## config.mk

```make
export PLATFORM = sky130hd
export DESIGN_NAME = msh_queue
export DESIGN_NICKNAME = d
export VERILOG_FILES = /design/src/rtl/core/message_hash_presence_cache_unit_defines.svh /design/src/rtl/core/msh_pkg.sv /design/src/rtl/core/msh_queue.sv
export SDC_FILE = /design/constraint.sdc
export NUM_CORES = 1
export LEC_CHECK = 0
export BUFFER_PORTS_ARGS = -buffer_cell sky130_fd_sc_hd__buf_2
export CAP_MARGIN = 10
export CORE_MARGIN = 2
export CORE_UTILIZATION = 25
export CTS_CLUSTER_DIAMETER = 120
export DETAILED_ROUTE_END_ITERATION = 8
export GPL_ROUTABILITY_DRIVEN = 1
export PLACE_DENSITY = 0.53
export SYNTH_ARGS = -nofsm -noshare
export SYNTH_HDL_FRONTEND = slang
export SYNTH_SLANG_ARGS = --single-unit
```

## constraint.sdc

```tcl
create_clock -name clk -period 11 [get_ports clk]
set_input_delay 2.2 -clock clk [delete_from_list [all_inputs] [get_ports clk]]
set_output_delay 2.2 -clock clk [all_outputs]
set_load 0.01 [all_outputs]
```

## src/rtl/core/message_hash_presence_cache_unit_defines.svh

```systemverilog
// ----------------------------------------------------------------------------
// Assertion macros for the message hash presence cache
// Shared concurrent assertion forms, clocked and disabled during reset.
// ----------------------------------------------------------------------------
`ifndef MESSAGE_HASH_PRESENCE_CACHE_UNIT_DEFINES_SVH
`define MESSAGE_HASH_PRESENCE_CACHE_UNIT_DEFINES_SVH

// Same-cycle implication.
`define MSH_ASSERT_NOW(label, clk, rst_n, ante, cons) \
  label: assert property (@(posedge clk) disable iff (!rst_n) (ante) |-> (cons)) \
    else $error("cache assertion failed");

// Next-cycle implication.
`define MSH_ASSERT_NEXT(label, clk, rst_n, ante, cons) \
  label: assert property (@(posedge clk) disable iff (!rst_n) (ante) |=> (cons)) \
    else $error("cache assertion failed");

`endif

```

## src/rtl/core/msh_pkg.sv

```systemverilog
`timescale 1ns / 1ps
// ----------------------------------------------------------------------------
// Message hash presence cache package
// Opcodes, answer codes, widths and the command record shared by the channels and the cache modules other than the RAM.
// ----------------------------------------------------------------------------
package msh_pkg;

  localparam int DEFAULT_MAX_ENTRIES = 4096;
  localparam int CFG_W  = 13;
  localparam int HASH_W = 64;
  localparam int KEY_W  = 32;
  localparam int STAT_W = 32;
  // Stored word: valid, present, hash high, hash low.
  localparam int WORD_W = 2 + 2 * HASH_W;

  localparam logic [1:0] OP_LOOKUP = 2'd0;
  localparam logic [1:0] OP_FILL   = 2'd1;
  localparam logic [1:0] OP_INSERT = 2'd2;
  localparam logic [1:0] OP_READ   = 2'd3;

  localparam logic [1:0] RES_POS  = 2'd0;
  localparam logic [1:0] RES_NEG  = 2'd1;
  localparam logic [1:0] RES_NONE = 2'd2;

  typedef struct packed {
    logic [1:0]        op;
    logic [HASH_W-1:0] hash_high;
    logic [HASH_W-1:0] hash_low;
    logic              store_found;
    logic              enable;
  } cmd_t;

endpackage

```

## src/rtl/core/msh_queue.sv

```systemverilog
`timescale 1ns / 1ps
// ----------------------------------------------------------------------------
// Command queue
// Two-entry queue between the front end and the back end.
// ----------------------------------------------------------------------------
module msh_queue #(
  parameter int SLOT_W = 12
) (
  input  logic              clk,
  input  logic              rst_n,
  input  logic              push,
  input  msh_pkg::cmd_t     push_cmd,
  input  logic [SLOT_W-1:0] push_slot,
  output logic              full,
  input  logic              pop,
  output logic              empty,
  output msh_pkg::cmd_t     head_cmd,
  output logic [SLOT_W-1:0] head_slot
);
  msh_pkg::cmd_t     cmd_q_r  [2];
  logic [SLOT_W-1:0] slot_q_r [2];
  logic              wr_ptr_r, rd_ptr_r;
  logic [1:0]        count_r;

  assign full      = (count_r == 2'd2);
  assign empty     = (count_r == 2'd0);
  assign head_cmd  = cmd_q_r[rd_ptr_r];
  assign head_slot = slot_q_r[rd_ptr_r];

  always_ff @(posedge clk) begin
    if (!rst_n) begin
      wr_ptr_r <= 1'b0;
      rd_ptr_r <= 1'b0;
      count_r  <= 2'd0;
    end else begin
      if (push) begin
        wr_ptr_r <= ~wr_ptr_r;
      end
      if (pop) begin
        rd_ptr_r <= ~rd_ptr_r;
      end
      case ({push, pop})
        2'b10:   count_r <= count_r + 2'd1;
        2'b01:   count_r <= count_r - 2'd1;
        default: count_r <= count_r;
      endcase
    end
  end

  always_ff @(posedge clk) begin
    if (push) begin
      cmd_q_r[wr_ptr_r]  <= push_cmd;
      slot_q_r[wr_ptr_r] <= push_slot;
    end
  end
endmodule

```

Word level (Yosys, flattened, before mapping) --
Memories as Yosys holds them, arrays and structs flattened. A register that Yosys moved wholly into a read port is not among the register bits. Index checks and enable logic that the tools add are counted.
Word-level totals: register bits 4, RAM bits 288, input bits 148, output and inout bits 146, logic and storage cells 21, memories kept 2
Memory list:
- cmd_q_r | words 2, width 132, read ports 1, clocked after memory_dff 1, wr ports 1, line msh_queue.sv:20 | msh_pkg::cmd_t cmd_q_r [2];
- slot_q_r | words 2, width 12, read ports 1, clocked after memory_dff 1, wr ports 1, line msh_queue.sv:21 | logic [SLOT_W-1:0] slot_q_r [2];
Cells by class: $add $sub $neg 2, equal/unequal tests 3, muxes and demuxes 7, bitwise operators 2, reductions and logical operators 2
Operators with widths (number):
- two-way mux 1 bit | 6
- == test 2 bit, second input constant | 2
- one-hot mux 2 bit (2 select lines) | 1
- adder 2 x 1 -> 2 bit, second input constant | 1
- == test 2 x 1 -> 1 bit, second input constant | 1
- zero test 2 bit | 1
- inverter 1 bit | 2
- nonzero test 2 bit | 1
- subtractor 2 x 1 -> 2 bit, second input constant | 1

Longest topological paths before layout --
Gate-level depths: netlist of run 1.
depth in word-level cells 3, gate-level depth with buffers 5, gate-level depth less buffers 5

Worst setup path after synthesis of run 1 --
OpenSTA, ideal clock, no wires.
path kind input port to flip-flop, from input port push, to memory cmd_q_r[0][0] (netlist name), enable pin, library setup time 0.655 ns, arrival 8.319 ns, data required time 10.345 ns, path slack 2.026 ns, stages 2, buffers on the path 0, cells stage by stage inv_1 -> nor2_1
Between the ends: longest elaborated chain between the ends 2
Ends and longest elaborated chain:
- from (decl) | line msh_queue.sv:11 | input logic push,
- two-way mux 1 bit | line msh_queue.sv:51 | if (push) begin
- two-way mux 1 bit (implied by the code) | line msh_queue.sv:52 | cmd_q_r[wr_ptr_r] <= push_cmd;
- to (decl) | line msh_queue.sv:20
No other way between the ends.

==> results of run 1 <==
==> cell usage after synthesis <==
master / count / share of area
buf_2: 9 / 0.0042
o21ai_0: 1 / 0.00046
mux2_4: 60 / 0.083
edfxtp_1: 288 / 0.80
inv_1: 1 / 0.00035
buf_6: 7 / 0.0073
and2b_2: 1 / 0.00081
xor2_1: 1 / 0.00081
dfxtp_1: 5 / 0.0092
a21boi_1: 1 / 0.00069
o21a_1: 1 / 0.00069
nor2_1: 2 / 0.00069
mux2_2: 84 / 0.087
and2_1: 4 / 0.0023
xnor2_1: 2 / 0.0016
nor2b_1: 1 / 0.00058
or3_1: 1 / 0.00058
ha_1: 1 / 0.0012
==> metrics by stage <==
stage	cells	util	hold slack, ns
2_1_floorplan	470	-	0.4662
3_3_place_gp	1338	0.3024	0.4772
3_5_place_dp	1338	0.3024	0.5036
4_1_cts	1394	0.3247	0.5090
5_1_grt	1394	0.3247	0.5326
6_report	1394	0.3247	0.5025
==> path summary, 6_finish.rpt <==
check        slack [ns]        from               to
max                5.84        flop      head_cmd[2]
min                0.50  count_r[1]       count_r[1]
max reg2reg        8.20    wr_ptr_r  cmd_q_r[1][125]
min reg2reg        0.50  count_r[1]       count_r[1]
==> sequential cells by signal, summed over array words and instances (netlist names), named ones only <==
register / cells
cmd_q_r: 264
slot_q_r: 24
count_r: 2
rd_ptr_r: 1
wr_ptr_r: 1
==> tightest hold or removal path: cells and delay by family (launching register included) <==
| family | cells | cell delay, ns |
|---|---|---|
| compound gates | 2 | 0.13 |
| flops | 1 | 0.32 |
==> kinds of logic after synthesis <==
kind of cell | count (synthesis)
AOI/OAI and AO/OA | 3
xor gates and xnor gates | 3
and+or+nand+nor | 9
DFF | 293
adders and majority gates | 1
buffers and inverters | 17
muxes | 144
==> routing by layer <==
layer  up-vias  GRT usage
li1       2511          -
met1      2715     0.1102
met3        55    0.03973
met4        10    0.02914
met5         -          0
met2       174     0.1617
==> layout make-up <==
class,instances,area (µm²),area share
clock inverters,13,133.9,0.009615
clock buffers,43,820.8,0.05895
well taps,585,732.0,0.05257
repair buffers,299,1511,0.1086
multi-input cells,160,1969,0.1414
flip-flops and latches,293,8752,0.6286
inverters,1,3.754,0.0002696
==> report_power, final <==
group,internal (µW),total [µW],switching [µW]
Sequential,1290,1310,20.2
Clock,585,991,406
Combinational,129,259,130
Total,2010,2560,556
==> results by group, run 1 <==
Global routing
  • Vias in the first global route: 5680
  • Global-route wire length before repair: 32790 µm
  • Antenna violations before repair: 6
  • GRT Util Overall: 0.09558
  • Grt ovf: 0
  • Largest net degree at the start of global routing: 71

Placed design
  • PortBufs: 293
  • Worst slack at placement: 6.207 ns
  • Detail Placement HPWL: 14700 µm
  • Placed inst area: 12970 µm²
  • Final GP Congestion: 0.6702

Cells and area
  • Fill cells: 4161
  • Most frequent cells in the layout: buf_2, edfxtp_1, mux2_2
  • Fin nets: 935
  • # diodes: 0
  • Area Growth Syn to Fin: 28.50%
  • Most common cell after layout, fill and taps aside: buf_2
  • Fin area: 13920 µm²
  • Layout cell share with drive strength beyond 1: 0.5970

Pwr
  • Total Power: 2562 µW
  • Leak: 0.005205 µW
  • Power per Cell Area: 184.0 nW/µm²
  • Peak VDD IR: 0.1474 mV

Timing
  • Worst-Margin Slew: 1.042 ns
  • Peak Freq: 193.7 MHz
  • Final Worst Setup Slack: 5.838 ns
  • Max Slew Vio Count: 0
  • Crit share post-route: 0.4693
  • Skew final: 0.009511 ns
  • Total negative slack: 0 ns
  • # setup viols final: 0
  • Final Hold Viols: 0
  • Minimum clock period: 5.162 ns
  • RSZ-0062 raised after global routing: false
  • Relative slew slack: 0.3053

Synthesis
  • Post-synthesis mux area share: 0.1704
  • Cell area after synthesis: 10840 µm²
  • Register area share after synthesis: 0.8074
  • FF+latch count, synth: 293
  • Mean Syn Cell Area: 23.05 µm²
  • Compound-Gate Fraction of Synth Area: 0.001848
  • Library cells used by synthesis: 18
  • Ys Warns: 0
  • Xor/xnor share of the synthesized area: 0.002425
  • Post-Synth Adder-Cell Area: 0.001155
  • Largest family of logic cells by synthesized area: multiplexers
  • Synth Instances: 470
  • Post-synthesis simple-gate area fraction: 0.004965
  • Syn Nets: 619

Setup path
  • CP Class: reg -> out
  • Req. time, crit path: 8.80 ns
  • Slowest stage cell on the critical path: buf_4
  • CP max stage delay: 0.93 ns
  • Crit-path cells: buf_4, mux2_2, buf_2
  • CP Capture Type: output pin
  • Top delay family on crit path: buffers and inverters
  • Critical path depth: 3
  • Startpoint types: flop
  • CP max FO: 60
  • Crit path buffers/inverters: 2
  • R2R depth: 3
  • Worst Path Arrival: 2.96 ns

Detailed routing
  • Antenna Nets Post-Route: 0
  • Avg WL per Cell: 16.18 µm
  • Vias: 5465
  • Met2 WL: 11050 µm
  • Metal-1 WL: 8839 µm
  • Pre-antenna DRT Iters: 4
  • Post-Route WL: 22560 µm
  • DR top layer: met5
  • 1st-iter DRT viols: 264
  • DR vias/cell: 3.920
  • Met3 wire length: 1997 µm
  • DRC: 0

CTS
  • CTS resizes: 0
  • Post-CTS Setup Repair Bufs: 0
  • Total CTS buffers: 31
  • Clock slew at reported path FFs: 0.06 ns
  • H-Tree Level Count: 1
  • Worst-Skew Late Latency: 0.57 ns
  • Maximum root-to-sink buffer count: 3
  • CTS tree: yes
  • Root Buffer: clkbuf_16
  • Post-cts hold buffer count: 0
  • Num Clock Sinks: 293

Floorplan
  • Ports: 294
  • Core area: 42890 µm²
  • Starting density of the core: 0.2527
  • Die Height: 212.2 µm
  • Die X: 212.2 µm
  • Die area: 45020 µm²
  • Site Rows: 76

Status
  • Status: complete, no violations

Min path
  • Hold/Removal Path Class: reg -> reg
  • Hold depth: 2

Run
  • Max_cap viols: 0
Note: power is estimated with default switching activity, not from simulation.
==> run 2: changes to the inputs <==
--- a/config.mk
+++ b/config.mk
@@ -5,6 +5,7 @@
 export SDC_FILE = /design/constraint.sdc
 export NUM_CORES = 1
 export LEC_CHECK = 0
+export ABC_AREA = 1
 export BUFFER_PORTS_ARGS = -buffer_cell sky130_fd_sc_hd__buf_2
 export CAP_MARGIN = 10
 export CORE_MARGIN = 2
==> constraint.sdc (replaced) <==
create_clock -name clk -period 4.9 [get_ports clk]
set_input_delay 0.98 -clock clk [delete_from_list [all_inputs] [get_ports clk]]
set_output_delay 0.98 -clock clk [all_outputs]
set_load 0.01 [all_outputs]
==> run 2 against run 1 <==
  * Global-route usage decreased by 0.27 points
  * Cell area increased by 0.66%
  * Clock power increased by 120%
  * Flip-flop and latch count unchanged
  * Routed wire length decreased by 1.6%
  * Setup slack got worse by 4.2 ns
  * Final cell count increased by 1.1%
  * Highest routed layer unchanged
==> results by group, run 2 <==
Floorplan
  • Ports: 294
  • Die Height: 212.3 µm
  • Site Rows: 76
  • Die area: 45090 µm²
  • Die X: 212.3 µm
  • Core area: 42980 µm²
  • Starting density of the core: 0.2525

Pwr
  • Total net switching power: 1233 µW
  • Combinational cell fraction of total power: 0.093
  • Clk pwr share: 0.390
  • Sw Ratio: 0.2166
  • Leak: 0.005267 µW
  • Power per Cell Area: 406.2 nW/µm²
  • Peak VDD IR: 0.2931 mV
  • Internal power: 4460 µW
  • Reg power frac: 0.517

CTS
  • Root Buffer: clkbuf_16
  • Post-CTS Setup Repair Bufs: 0
  • Clock slew at reported path FFs: 0.06 ns
  • Worst-Skew Late Latency: 0.56 ns
  • Maximum root-to-sink buffer count: 3
  • Total CTS buffers: 31
  • CTS tree: yes
  • CTS resizes: 0
  • Num Clock Sinks: 293
  • Post-cts hold buffer count: 0
  • H-Tree Level Count: 1

Detailed routing
  • Metal-1 WL: 9329 µm
  • DR top layer: met5
  • DR vias/cell: 3.882
  • DRC: 0
  • Vias: 5474
  • Antenna Nets Post-Route: 0
  • Met2 WL: 10150 µm
  • Post-Route WL: 22190 µm
  • Met3 wire length: 2019 µm
  • Pre-antenna DRT Iters: 4
  • Avg WL per Cell: 15.74 µm
  • 1st-iter DRT viols: 189

Setup path
  • Req. time, crit path: 3.92 ns
  • Worst Path Arrival: 2.29 ns
  • CP max FO: 79
  • Startpoint types: flop
  • CP Class: reg -> out
  • CP Capture Type: output pin

Synthesis
  • Post-synth ARST share: 0
  • Mean Syn Cell Area: 22.47 µm²
  • Cell area after synthesis: 10850 µm²
  • Top FF cell, synth: edfxtp_1
  • Post-synth top cells: edfxtp_1, mux2_2, mux2_4
  • Library cells used by synthesis: 13
  • FF+latch count, synth: 293
  • Synth top area share: 0.7970
  • Synth area leaders: edfxtp_1, mux2_2, mux2_4
  • Post-synth EDFFs: 288
  • Syn Nets: 632
  • Count leader, synth: edfxtp_1
  • Ys Warns: 0
  • Register area share after synthesis: 0.8062
  • Synth Instances: 483
  • Area leader, netlist: edfxtp_1

Global routing
  • Antenna violations before repair: 4
  • Global-route wire length before repair: 31940 µm
  • GRT Util Overall: 0.09289
  • Vias in the first global route: 5643
  • Grt ovf: 0
  • Largest net degree at the start of global routing: 80

Cells and area
  • Most frequent cells in the layout: buf_2, edfxtp_1, mux2_2
  • Area Growth Syn to Fin: 29.15%
  • Fin nets: 947
  • Largest regs: cmd_q_r x264, slot_q_r x24, count_r x2
  • Layout cell share with drive strength beyond 1: 0.5930
  • Fill cells: 4250
  • Max FFs per register: 264
  • Top reg by flops: cmd_q_r
  • Non-filler cells, final: 1410
  • Most common cell after layout, fill and taps aside: buf_2

Timing
  • Final Hold Viols: 0
  • Minimum clock period: 3.265 ns
  • Peak Freq: 306.3 MHz
  • Relative slew slack: 0.4700
  • # setup viols final: 0
  • Max Slew Vio Count: 0
  • RSZ-0062 raised after global routing: false
  • Worst-Margin Slew: 0.7950 ns
  • Crit share post-route: 0.6664
  • Total negative slack: 0 ns
  • Skew final: 0.008549 ns

Min path
  • Hold/Removal Path Class: reg -> reg

Placed design
  • PortBufs: 293
  • Detail Placement HPWL: 14360 µm
  • Final GP Congestion: 0.7106
  • Inst Count DP: 1350

Run
  • Max_cap viols: 0

Status
  • Status: complete, no violations
## run 2: cell count changes in the layout (fill, tap and decap cells not counted), sizes merged, moves of 2 or more
cell,change
inv,+5
nor2,+10
clkinv,+2
nand2,+8
xnor2,-2
and2,-4
diode,+2
## run 2: worst max-delay path, stage by stage (launching register included)
cell and delay [ns]:
dfxtp_4 0.59, buf_12 0.39, mux2_2 0.42, buf_2 0.15
## run 2: worst paths after layout
kind / slack (ns) / start / to / depth (start not counted)
max: 1.63 / flop / head_cmd[51] / 3
min: 0.51 / rd_ptr_r / rd_ptr_r / 2
max reg2reg: 2.91 / wr_ptr_r / slot_q_r[1][1] / 3
min reg2reg: 0.51 / rd_ptr_r / rd_ptr_r / 2
## run 2: per-layer routing
layer  GRT usage  vias up
li1            -     2557
met1      0.1148     2670
met2      0.1456      202
met3     0.03900       39
met4     0.03255        6
met5    0.002225        -
## run 2: per-stage QoR
step	power [µW]	hold slack [ns]	cell area (µm²)	setup slack (ns)	util
5_1_grt	5943	0.5285	14010	1.526	0.3259
2_1_floorplan	3299	0.4635	10860	0.5644	-
6_report	5693	0.5100	14010	1.635	0.3261
4_1_cts	5802	0.5169	14010	1.609	0.3259
3_5_place_dp	3539	0.5009	13040	2.181	0.3033
3_3_place_gp	3528	0.4809	13040	2.177	0.3033
## run 2: power by group through the flow
stage	Combinational [µW]	Clock, µW	Sequential, µW
floorplan	311	0	2990
global placement	537	0	2990
detailed placement	543	0	3000
CTS	546	2310	2940
global route	578	2410	2950
finish	530	2220	2940
## run 2: area by class of cell
class | instances | area [µm²] | area share
Antenna cell | 2 | 5.005 | 0.0003571
Clock buffer | 43 | 840.8 | 0.05999
Clock inverter | 15 | 132.6 | 0.009463
Inverter | 6 | 27.53 | 0.001964
Multi-Input combinational cell | 168 | 1958 | 0.1397
Sequential cell | 293 | 8752 | 0.6245
Tap cell | 585 | 732.0 | 0.05223
Timing Repair Buffer | 298 | 1567 | 0.1118
## run 2: kinds of logic after synthesis
| family | Yosys count | share of synthesized area |
|---|---|---|
| compound gates | 2 | 0.0009215 |
| fa+ha+maj | 1 | 0.001153 |
| buf+inv | 22 | 0.01407 |
| flops | 293 | 0.8062 |
| mux | 144 | 0.1702 |
| simple gates | 21 | 0.007495 |
