$ cat src/rtl/core/message_hash_presence_cache_unit_defines.svh
// ----------------------------------------------------------------------------
// Assertion macros for the message hash presence cache
// Shared concurrent assertion forms, clocked and disabled during reset.
// ----------------------------------------------------------------------------
`ifndef MESSAGE_HASH_PRESENCE_CACHE_UNIT_DEFINES_SVH
`define MESSAGE_HASH_PRESENCE_CACHE_UNIT_DEFINES_SVH

// Same-cycle implication.
`define MSH_ASSERT_NOW(label, clk, rst_n, ante, cons) \
  label: assert property (@(posedge clk) disable iff (!rst_n) (ante) |-> (cons)) \
    else $error("cache assertion failed");

// Next-cycle implication.
`define MSH_ASSERT_NEXT(label, clk, rst_n, ante, cons) \
  label: assert property (@(posedge clk) disable iff (!rst_n) (ante) |=> (cons)) \
    else $error("cache assertion failed");

`endif

$ cat src/rtl/core/msh_pkg.sv
`timescale 1ns / 1ps
// ----------------------------------------------------------------------------
// Message hash presence cache package
// Opcodes, answer codes, widths and the command record shared by the channels and the cache modules other than the RAM.
// ----------------------------------------------------------------------------
package msh_pkg;

  localparam int DEFAULT_MAX_ENTRIES = 4096;
  localparam int CFG_W  = 13;
  localparam int HASH_W = 64;
  localparam int KEY_W  = 32;
  localparam int STAT_W = 32;
  // Stored word: valid, present, hash high, hash low.
  localparam int WORD_W = 2 + 2 * HASH_W;

  localparam logic [1:0] OP_LOOKUP = 2'd0;
  localparam logic [1:0] OP_FILL   = 2'd1;
  localparam logic [1:0] OP_INSERT = 2'd2;
  localparam logic [1:0] OP_READ   = 2'd3;

  localparam logic [1:0] RES_POS  = 2'd0;
  localparam logic [1:0] RES_NEG  = 2'd1;
  localparam logic [1:0] RES_NONE = 2'd2;

  typedef struct packed {
    logic [1:0]        op;
    logic [HASH_W-1:0] hash_high;
    logic [HASH_W-1:0] hash_low;
    logic              store_found;
    logic              enable;
  } cmd_t;

endpackage

$ cat src/rtl/core/msh_in_if.sv
`timescale 1ns / 1ps
// ----------------------------------------------------------------------------
// Request channel
// Valid/ready channel carrying one cache request per transaction.
// ----------------------------------------------------------------------------
interface msh_in_if;
  logic                      valid;
  logic                      ready;
  logic [1:0]                opcode;
  logic [msh_pkg::HASH_W-1:0] hash_high;
  logic [msh_pkg::HASH_W-1:0] hash_low;
  logic                      store_found;

  modport source (output valid, opcode, hash_high, hash_low, store_found, input ready);
  modport sink   (input valid, opcode, hash_high, hash_low, store_found, output ready);
endinterface

$ cat src/rtl/core/msh_front.sv
`timescale 1ns / 1ps
// ----------------------------------------------------------------------------
// Cache front end
// Accepts requests, holds the entry count and works out the slot index by a
// bit-serial remainder of the key by the entry count.
// ----------------------------------------------------------------------------
module msh_front #(
  parameter int MAX_ENTRIES = msh_pkg::DEFAULT_MAX_ENTRIES,
  parameter int SLOT_W      = 12
) (
  input  logic                      clk,
  input  logic                      rst_n,
  input  logic                      cfg_we,
  input  logic [msh_pkg::CFG_W-1:0] cfg_wdata,
  input  logic                      clearing,
  msh_in_if.sink                    in_ch,
  input  logic                      q_full,
  output logic                      q_push,
  output msh_pkg::cmd_t             q_cmd,
  output logic [SLOT_W-1:0]         q_slot
);
  localparam int CNT_W = $clog2(MAX_ENTRIES + 1);
  localparam int DIV_W = $clog2(msh_pkg::KEY_W);
  localparam logic [DIV_W-1:0] DIV_LAST = DIV_W'(msh_pkg::KEY_W - 1);

  localparam logic [1:0] F_IDLE = 2'd0;
  localparam logic [1:0] F_DIV  = 2'd1;
  localparam logic [1:0] F_PUSH = 2'd2;

  logic [1:0]                 state_r, state_nxt;
  logic [msh_pkg::CFG_W-1:0]  cfg_entries_r;
  msh_pkg::cmd_t              cmd_r;
  logic [msh_pkg::KEY_W-1:0]  key_r, key_nxt;
  logic [CNT_W-1:0]           n_r;
  logic [CNT_W-1:0]           rem_r, rem_nxt;
  logic [DIV_W-1:0]           div_cnt_r, div_cnt_nxt;
  logic [CNT_W-1:0]           n_cur;
  logic [CNT_W:0]             rem_sh, rem_dif;
  logic                       accept;
  logic                       needs_slot;

  // Entry counts above the store size are clipped to it.
  always_comb begin
    if (32'(cfg_entries_r) > 32'(MAX_ENTRIES)) begin
      n_cur = CNT_W'(MAX_ENTRIES);
    end else begin
      n_cur = CNT_W'(cfg_entries_r);
    end
  end

  assign in_ch.ready = (state_r == F_IDLE) && !clearing;
  assign accept      = in_ch.valid && in_ch.ready;
  assign needs_slot  = (in_ch.opcode != msh_pkg::OP_READ) && (n_cur != '0);

  // One restoring step per cycle, key bits taken most significant first.
  assign rem_sh  = {rem_r, key_r[msh_pkg::KEY_W-1]};
  assign rem_dif = rem_sh - {1'b0, n_r};

  always_comb begin
    state_nxt   = state_r;
    key_nxt     = key_r;
    rem_nxt     = rem_r;
    div_cnt_nxt = div_cnt_r;
    case (state_r)
      F_IDLE: begin
        if (accept) begin
          key_nxt     = in_ch.hash_low[2*msh_pkg::KEY_W-1:msh_pkg::KEY_W];
          rem_nxt     = '0;
          div_cnt_nxt = '0;
          state_nxt   = needs_slot ? F_DIV : F_PUSH;
        end
      end
      F_DIV: begin
        key_nxt     = {key_r[msh_pkg::KEY_W-2:0], 1'b0};
        rem_nxt     = (rem_sh >= {1'b0, n_r}) ? rem_dif[CNT_W-1:0] : rem_sh[CNT_W-1:0];
        div_cnt_nxt = div_cnt_r + 1'b1;
        if (div_cnt_r == DIV_LAST) begin
          state_nxt = F_PUSH;
        end
      end
      F_PUSH: begin
        if (!q_full) begin
          state_nxt = F_IDLE;
        end
      end
      default: begin
        state_nxt = F_IDLE;
      end
    endcase
  end

  always_ff @(posedge clk) begin
    if (!rst_n) begin
      state_r       <= F_IDLE;
      cfg_entries_r <= '0;
    end else begin
      state_r <= state_nxt;
      if (cfg_we) begin
        cfg_entries_r <= cfg_wdata;
      end
    end
  end

  always_ff @(posedge clk) begin
    key_r     <= key_nxt;
    rem_r     <= rem_nxt;
    div_cnt_r <= div_cnt_nxt;
    if (accept) begin
      n_r               <= n_cur;
      cmd_r.op          <= in_ch.opcode;
      cmd_r.hash_high   <= in_ch.hash_high;
      cmd_r.hash_low    <= in_ch.hash_low;
      cmd_r.store_found <= in_ch.store_found;
      cmd_r.enable      <= (n_cur != '0);
    end
  end

  assign q_push = (state_r == F_PUSH) && !q_full;
  assign q_cmd  = cmd_r;
  // The remainder is below the clipped entry count, so it fits the slot index.
  assign q_slot = rem_r[SLOT_W-1:0];
endmodule

$ cat src/flat_wrapper.sv
// flat-port wrapper written by rule: the top's interface ports become plain ports
module msh_front_flat 
#(
  parameter int MAX_ENTRIES = msh_pkg::DEFAULT_MAX_ENTRIES,
  parameter int SLOT_W      = 12
)
  (clk, rst_n, cfg_we, cfg_wdata, clearing, q_full, q_push, q_cmd, q_slot, in_ch_valid, in_ch_opcode, in_ch_hash_high, in_ch_hash_low, in_ch_store_found, in_ch_ready);
  msh_in_if in_ch_i ();
  input  logic clk;
  input  logic rst_n;
  input  logic cfg_we;
  input  logic [msh_pkg::CFG_W-1:0] cfg_wdata;
  input  logic clearing;
  input  logic q_full;
  output logic q_push;
  output msh_pkg::cmd_t q_cmd;
  output logic [SLOT_W-1:0] q_slot;
  input wire logic [$bits(in_ch_i.valid)-1:0] in_ch_valid;
  input wire logic [$bits(in_ch_i.opcode)-1:0] in_ch_opcode;
  input wire logic [$bits(in_ch_i.hash_high)-1:0] in_ch_hash_high;
  input wire logic [$bits(in_ch_i.hash_low)-1:0] in_ch_hash_low;
  input wire logic [$bits(in_ch_i.store_found)-1:0] in_ch_store_found;
  output wire logic [$bits(in_ch_i.ready)-1:0] in_ch_ready;
  assign in_ch_i.valid = in_ch_valid;
  assign in_ch_i.opcode = in_ch_opcode;
  assign in_ch_i.hash_high = in_ch_hash_high;
  assign in_ch_i.hash_low = in_ch_hash_low;
  assign in_ch_i.store_found = in_ch_store_found;
  assign in_ch_ready = in_ch_i.ready;
  msh_front #(.MAX_ENTRIES(MAX_ENTRIES), .SLOT_W(SLOT_W)) u_core (.clk(clk), .rst_n(rst_n), .cfg_we(cfg_we), .cfg_wdata(cfg_wdata), .clearing(clearing), .in_ch(in_ch_i), .q_full(q_full), .q_push(q_push), .q_cmd(q_cmd), .q_slot(q_slot));
endmodule
$ cat config.mk
export PLATFORM = sky130hd
export DESIGN_NAME = msh_front_flat
export DESIGN_NICKNAME = d
export VERILOG_FILES = /design/src/rtl/core/message_hash_presence_cache_unit_defines.svh /design/src/rtl/core/msh_pkg.sv /design/src/rtl/core/msh_in_if.sv /design/src/rtl/core/msh_front.sv /design/src/flat_wrapper.sv
export SDC_FILE = /design/constraint.sdc
export NUM_CORES = 1
export LEC_CHECK = 0
export BUFFER_PORTS_ARGS = -buffer_cell sky130_fd_sc_hd__buf_2
export CORE_MARGIN = 1.5
export CORE_UTILIZATION = 55
export CTS_BUF_LIST = sky130_fd_sc_hd__clkbuf_8
export CTS_CLUSTER_SIZE = 40
export DETAILED_ROUTE_END_ITERATION = 10
export PLACE_DENSITY = 0.88
export SYNTH_ARGS = -nofsm -noshare
export SYNTH_HDL_FRONTEND = slang
export SYNTH_SLANG_ARGS = --single-unit
$ cat constraint.sdc
create_clock -name clk -period 10.8 [get_ports clk]
set_input_delay 1.62 -clock clk [delete_from_list [all_inputs] [get_ports clk]]
set_output_delay 1.62 -clock clk [all_outputs]
set_load 0.1 [all_outputs]
# After elaboration in Yosys (flattened, before gate mapping)
# Cells that the tools add are included.
[op_classes]
eq_ne = 7
n_mux = 13
addsub = 2
n_reduce_logical = 11
order_cmp = 2
[ops]
columns = ["operator", "count"]
rows = [
  ["$pmux 32 s2", 1],
  ["$mux 13", 3],
  ["$mux 32", 1],
  ["$pmux 13 s2", 1],
  ["$ge 14x13->1", 1],
  ["$gt 13x13->1 const B", 1],
  ["$reduce_bool 13->1", 1],
  ["$sub 13x13->13", 1],
  ["$pmux 5 s2", 1],
  ["$mux 2", 4],
  ["$pmux 2 s3", 1],
  ["$add 5x1->5 const B", 1],
  ["$eq 5x5->1 const B", 1],
  ["$mux 5", 1],
  ["$logic_and 1x1->1", 4],
  ["$ne 2x1->1 const B", 2],
  ["$ne 2x2->1 const B", 2],
  ["$reduce_and 3->1", 1],
  ["$eq 2x1->1 const B", 1],
  ["$eq 2x2->1 const B", 1],
  ["$logic_not 1->1", 2],
  ["$logic_not 2->1", 1],
  ["$reduce_and 2->1", 1],
  ["$reduce_bool 2->1", 1],
]
[totals]
inputBits = 150
out_inout_bits = 146
wordCells = 46
ff_bits = 210

# Longest topological paths before layout
[logic_depth]
ltp_word = 7
depth_mapped = 10
ltp_nobuf = 9

# Least setup slack after synthesis
# Ideal clock, no wire load.
[synth_path]
path_kind = "input -> register"
start = "input port clearing"
end = "register u_core.n_r[0] (enable)"
path_slack_ps = 3381
stages = 3
setup_ps = 499
arrival_ps = 6920
path_buffers = 0
t_required_ps = 10301
cell_sequence = "nor3_1 -> nand2_1 -> inv_1"
[synth_between]
elab_chain_len = 3
[synth_lines]
columns = ["element", "line_no", "text"]
rows = [
  ["from (decl)", "flat_wrapper.sv:13", "input logic clearing;"],
  ["$logic_not 1->1", "msh_front.sv:51", "assign in_ch.ready = (state_r == F_IDLE) && !clearing;"],
  ["$logic_and 1x1->1", "msh_front.sv:51", ""],
  ["$logic_and 1x1->1", "msh_front.sv:52", "assign accept = in_ch.valid && in_ch.ready;"],
  ["named net u_core.accept", "msh_front.sv:39", "logic accept;"],
  ["to (signal assigned)", "msh_front.sv:109", "n_r <= n_cur;"],
  ["to (decl)", "msh_front.sv:34", "logic [CNT_W-1:0] n_r;"],
]
# The timed path passes the listed nets, and every way through them passes these cells.
# A chain may end at the register's enable or synchronous reset.

# Final worst setup path
[layout_path]
start = "input port clearing"
end = "output port in_ch_ready"
[layout_between]
elab_chain_len = 2
[layout_lines]
columns = ["element", "line_no", "text"]
rows = [
  ["$logic_not 1->1", "msh_front.sv:51", ""],
  ["$logic_and 1x1->1", "msh_front.sv:51", ""],
  ["to (decl)", "flat_wrapper.sv:23", "output wire logic [$bits(in_ch_i.ready)-1:0] in_ch_ready;"],
]
# No other way between the ends.

==> flow_results.xml <==
<?xml version="1.0" encoding="UTF-8"?>
<metrics>
  <group name="outcome">
    <metric name="run_status" unit="">finished, final reports clean</metric>
  </group>
  <group name="place">
    <metric name="dp_worst_setup_slack" unit="ps">6790</metric>
    <metric name="dp.final_hpwl" unit="µm">13000</metric>
    <metric name="globalplace.congestion" unit="">0.891</metric>
    <metric name="buffer_ports.inserted" unit="">295</metric>
  </group>
  <group name="synth">
    <metric name="synth.area.top_cells" unit="">sky130_fd_sc_hd__edfxtp_1, sky130_fd_sc_hd__nand2_1, sky130_fd_sc_hd__dfxtp_1, sky130_fd_sc_hd__ha_1, sky130_fd_sc_hd__nor2b_1</metric>
    <metric name="syn-num-nets" unit="">700</metric>
    <metric name="syn_inst" unit="">534</metric>
    <metric name="syn_avg_cell_area" unit="µm²">15.0</metric>
    <metric name="synth_top_cell_by_area" unit="">sky130_fd_sc_hd__edfxtp_1</metric>
    <metric name="synthDistinctLibCells" unit="">47</metric>
    <metric name="synth.most_common_cell" unit="">sky130_fd_sc_hd__edfxtp_1</metric>
    <metric name="synth.ff_latch_count" unit="">210</metric>
    <metric name="synth.cell_area" unit="µm²">8040</metric>
    <metric name="yosysSeqAreaShare" unit="">0.766</metric>
    <metric name="ys_top_cells_by_count" unit="">sky130_fd_sc_hd__edfxtp_1, sky130_fd_sc_hd__nand2_1, sky130_fd_sc_hd__nor2b_1</metric>
    <metric name="synth_edf_count" unit="">195</metric>
    <metric name="async_reset_ff_frac" unit="">0</metric>
    <metric name="synth_top_cell_area_share" unit="">0.729</metric>
    <metric name="ys_dominant_reg_cell" unit="">sky130_fd_sc_hd__edfxtp_1</metric>
    <metric name="yosysWarnings" unit="">0</metric>
  </group>
  <group name="routing">
    <metric name="wl_met3" unit="µm">1490</metric>
    <metric name="drt-wirelength-per-cell" unit="µm">17.3</metric>
    <metric name="drtPass1Iterations" unit="">7</metric>
    <metric name="route.final.wire_length" unit="µm">18000</metric>
    <metric name="residual_antenna_violating_net_count_after_detailed_routing" unit="">0</metric>
    <metric name="drcViolationCount" unit="">0</metric>
    <metric name="wl_met2" unit="µm">9420</metric>
    <metric name="drt-met1-wl" unit="µm">6690</metric>
    <metric name="topRoutingLayerUsed" unit="">met4</metric>
    <metric name="detailedRoute.firstIterationViolations" unit="">407</metric>
    <metric name="dr_total_vias" unit="">5301</metric>
    <metric name="vias_per_cell" unit="">5.09</metric>
  </group>
  <group name="timing">
    <metric name="slew_viol_final" unit="">0</metric>
    <metric name="finalWorstPathRequiredPeriod" unit="ps">4010</metric>
    <metric name="worst_clock_skew" unit="ps">12.1</metric>
    <metric name="max_freq" unit="MHz">250</metric>
    <metric name="max_slew.worst_pin.slew" unit="ps">1120</metric>
    <metric name="final_critical_path_setup_slack" unit="ps">6790</metric>
    <metric name="maxSlewHeadroom" unit="">0.256</metric>
    <metric name="finalSetupViolCount" unit="">0</metric>
    <metric name="rsz_0062_raised_after_global_routing" unit="">no</metric>
    <metric name="hold_viol" unit="">0</metric>
    <metric name="fin_tns_setup" unit="ps">0</metric>
    <metric name="post-route-period-util" unit="">0.371</metric>
  </group>
  <group name="final_layout">
    <metric name="syn_to_final_growth" unit="%">27.1</metric>
    <metric name="fillers" unit="">947</metric>
    <metric name="insertedDiodeCount" unit="">0</metric>
    <metric name="reg_area" unit="µm²">6160</metric>
    <metric name="footprint_of_the_multi_input_gates" unit="µm²">1640</metric>
    <metric name="layout.nets" unit="">1004</metric>
    <metric name="drive_gt1_frac" unit="">0.406</metric>
  </group>
  <group name="power">
    <metric name="leakagePower" unit="µW">0.00439</metric>
    <metric name="power_per_cell_area" unit="nW/µm²">196</metric>
    <metric name="vdd_drop_max" unit="mV">0.158</metric>
    <metric name="p_total" unit="µW">2000</metric>
  </group>
  <group name="global_route">
    <metric name="overflow" unit="">0</metric>
    <metric name="grt_antenna_before_repair" unit="">0</metric>
    <metric name="global_route.usage.total" unit="">0.220</metric>
    <metric name="grt_first_pass_wirelength" unit="µm">25300</metric>
    <metric name="grt_pass1_vias" unit="">4905</metric>
    <metric name="maximum_number_of_pins_on_one_net_before_global_route_repair" unit="">89</metric>
  </group>
  <group name="floorplan">
    <metric name="placement_rows" unit="">43</metric>
    <metric name="design.portCount" unit="">296</metric>
    <metric name="die_width" unit="µm">124</metric>
    <metric name="core-area" unit="µm²">14100</metric>
    <metric name="die_area" unit="µm²">15300</metric>
    <metric name="start_util" unit="">0.570</metric>
    <metric name="chipHeight" unit="µm">124</metric>
  </group>
  <group name="clock_network">
    <metric name="cts_hold_buffers" unit="">0</metric>
    <metric name="cts.sinks" unit="">210</metric>
    <metric name="post-cts-setup-buffers" unit="">0</metric>
    <metric name="cts-root-buf" unit="">sky130_fd_sc_hd__clkbuf_8</metric>
    <metric name="post_cts_resize_count" unit="">0</metric>
    <metric name="cts.htree.levels" unit="">2</metric>
    <metric name="clkLatencyLatePin" unit="ps">480</metric>
    <metric name="tritoncts" unit="">done</metric>
    <metric name="clock_transition_at_path_regs" unit="ps">50</metric>
    <metric name="numCtsBuffers" unit="">34</metric>
    <metric name="clk_path_buf_depth" unit="">3</metric>
  </group>
  <group name="critical_path">
    <metric name="critical_path_required" unit="ps">9180</metric>
    <metric name="path_type_of_the_worst_setup_path" unit="">primary input to primary output</metric>
    <metric name="reg2reg_depth" unit="">8</metric>
    <metric name="worstSetupEndpointType" unit="">primary output</metric>
    <metric name="worst_ep_arrival_time" unit="ps">2390</metric>
    <metric name="worst_path_fanout_max" unit="">2</metric>
    <metric name="setup.worst_path.start_class" unit="">primary input</metric>
  </group>
  <group name="min_path">
    <metric name="min_path_cells" unit="">2</metric>
    <metric name="timing.hold.worst.class" unit="">register to register</metric>
  </group>
  <group name="job">
    <metric name="max-cap-violations" unit="">0</metric>
  </group>
</metrics>
final timing paths:
| path | startpoint | to | slack (ps) |
|---|---|---|---|
| max | clearing | in_ch_ready | 6790 |
| min | u_core.key_r[8] | u_core.key_r[9] | 510 |
| max reg2reg | u_core.n_r[0] | u_core.rem_r[6] | 7940 |
| min reg2reg | u_core.key_r[8] | u_core.key_r[9] | 510 |
state kept, by name, indices dropped and copies added, names as in the netlist:
signal / cells
u_core.q_cmd: 132
u_core.rem_r: 13
u_core.cfg_entries_r: 13
u_core.n_r: 13
u_core.key_r: 32
u_core.state_r: 2
u_core.div_cnt_r: 5
cell type report:
type	count	share of cell area
inverter	19	0.00747
multi-input combinational	275	0.161
sequential	210	0.603
tap	180	0.0220
clock inverter	25	0.0131
clock buffer	35	0.0472
timing repair buffer	298	0.147
worst max-delay path: stages:
cell,delay (ps)
sky130_fd_sc_hd__buf_2,90
sky130_fd_sc_hd__nor3_1,190
sky130_fd_sc_hd__buf_2,480
per-stage QoR:
stage / utilization / hold slack, ps / cells / instance area (µm²)
after floorplan: - / 484 / 534 / 8040
after global placement: 0.681 / 486 / 982 / 9600
after detailed placement: 0.681 / 496 / 982 / 9600
after CTS: 0.725 / 511 / 1042 / 10200
after global routing: 0.725 / 532 / 1042 / 10200
final: 0.725 / 508 / 1042 / 10200
cell usage in the layout (no fill, tap or decap), types with 7 or more instances in the layout:
cell type / n
sky130_fd_sc_hd__buf_2: 295
sky130_fd_sc_hd__nor2_1: 9
sky130_fd_sc_hd__a21oi_1: 16
sky130_fd_sc_hd__nand3_1: 12
sky130_fd_sc_hd__dfxtp_1: 15
sky130_fd_sc_hd__clkbuf_8: 35
sky130_fd_sc_hd__nand2_1: 103
sky130_fd_sc_hd__inv_1: 32
sky130_fd_sc_hd__ha_1: 15
sky130_fd_sc_hd__nor3_1: 7
sky130_fd_sc_hd__nor2b_1: 26
sky130_fd_sc_hd__edfxtp_1: 195
sky130_fd_sc_hd__mux2i_1: 13
cells by family after synthesis:
logic type | after synthesis | synth area share
and+or+nand+nor | 177 | 0.100
DFF | 210 | 0.766
buffers and inverters | 49 | 0.0299
xor gates and xnor gates | 9 | 0.00981
AOI/OAI and AO/OA | 60 | 0.0517
adders and majority gates | 16 | 0.0258
muxes | 13 | 0.0162
metal layers:
metal / track usage / vias up
met5: 0 / -
met1: 0.265 / 2493
met2: 0.386 / 237
met3: 0.0513 / 24
li1: - / 2547
met4: 0.0812 / 0
power breakdown:
group / switching [µW] / total [µW] / internal, µW
sequential: 20.1 / 978 / 958
combinational: 328 / 411 / 83.5
clock: 288 / 615 / 326
Power figures use the tool's default switching activity.
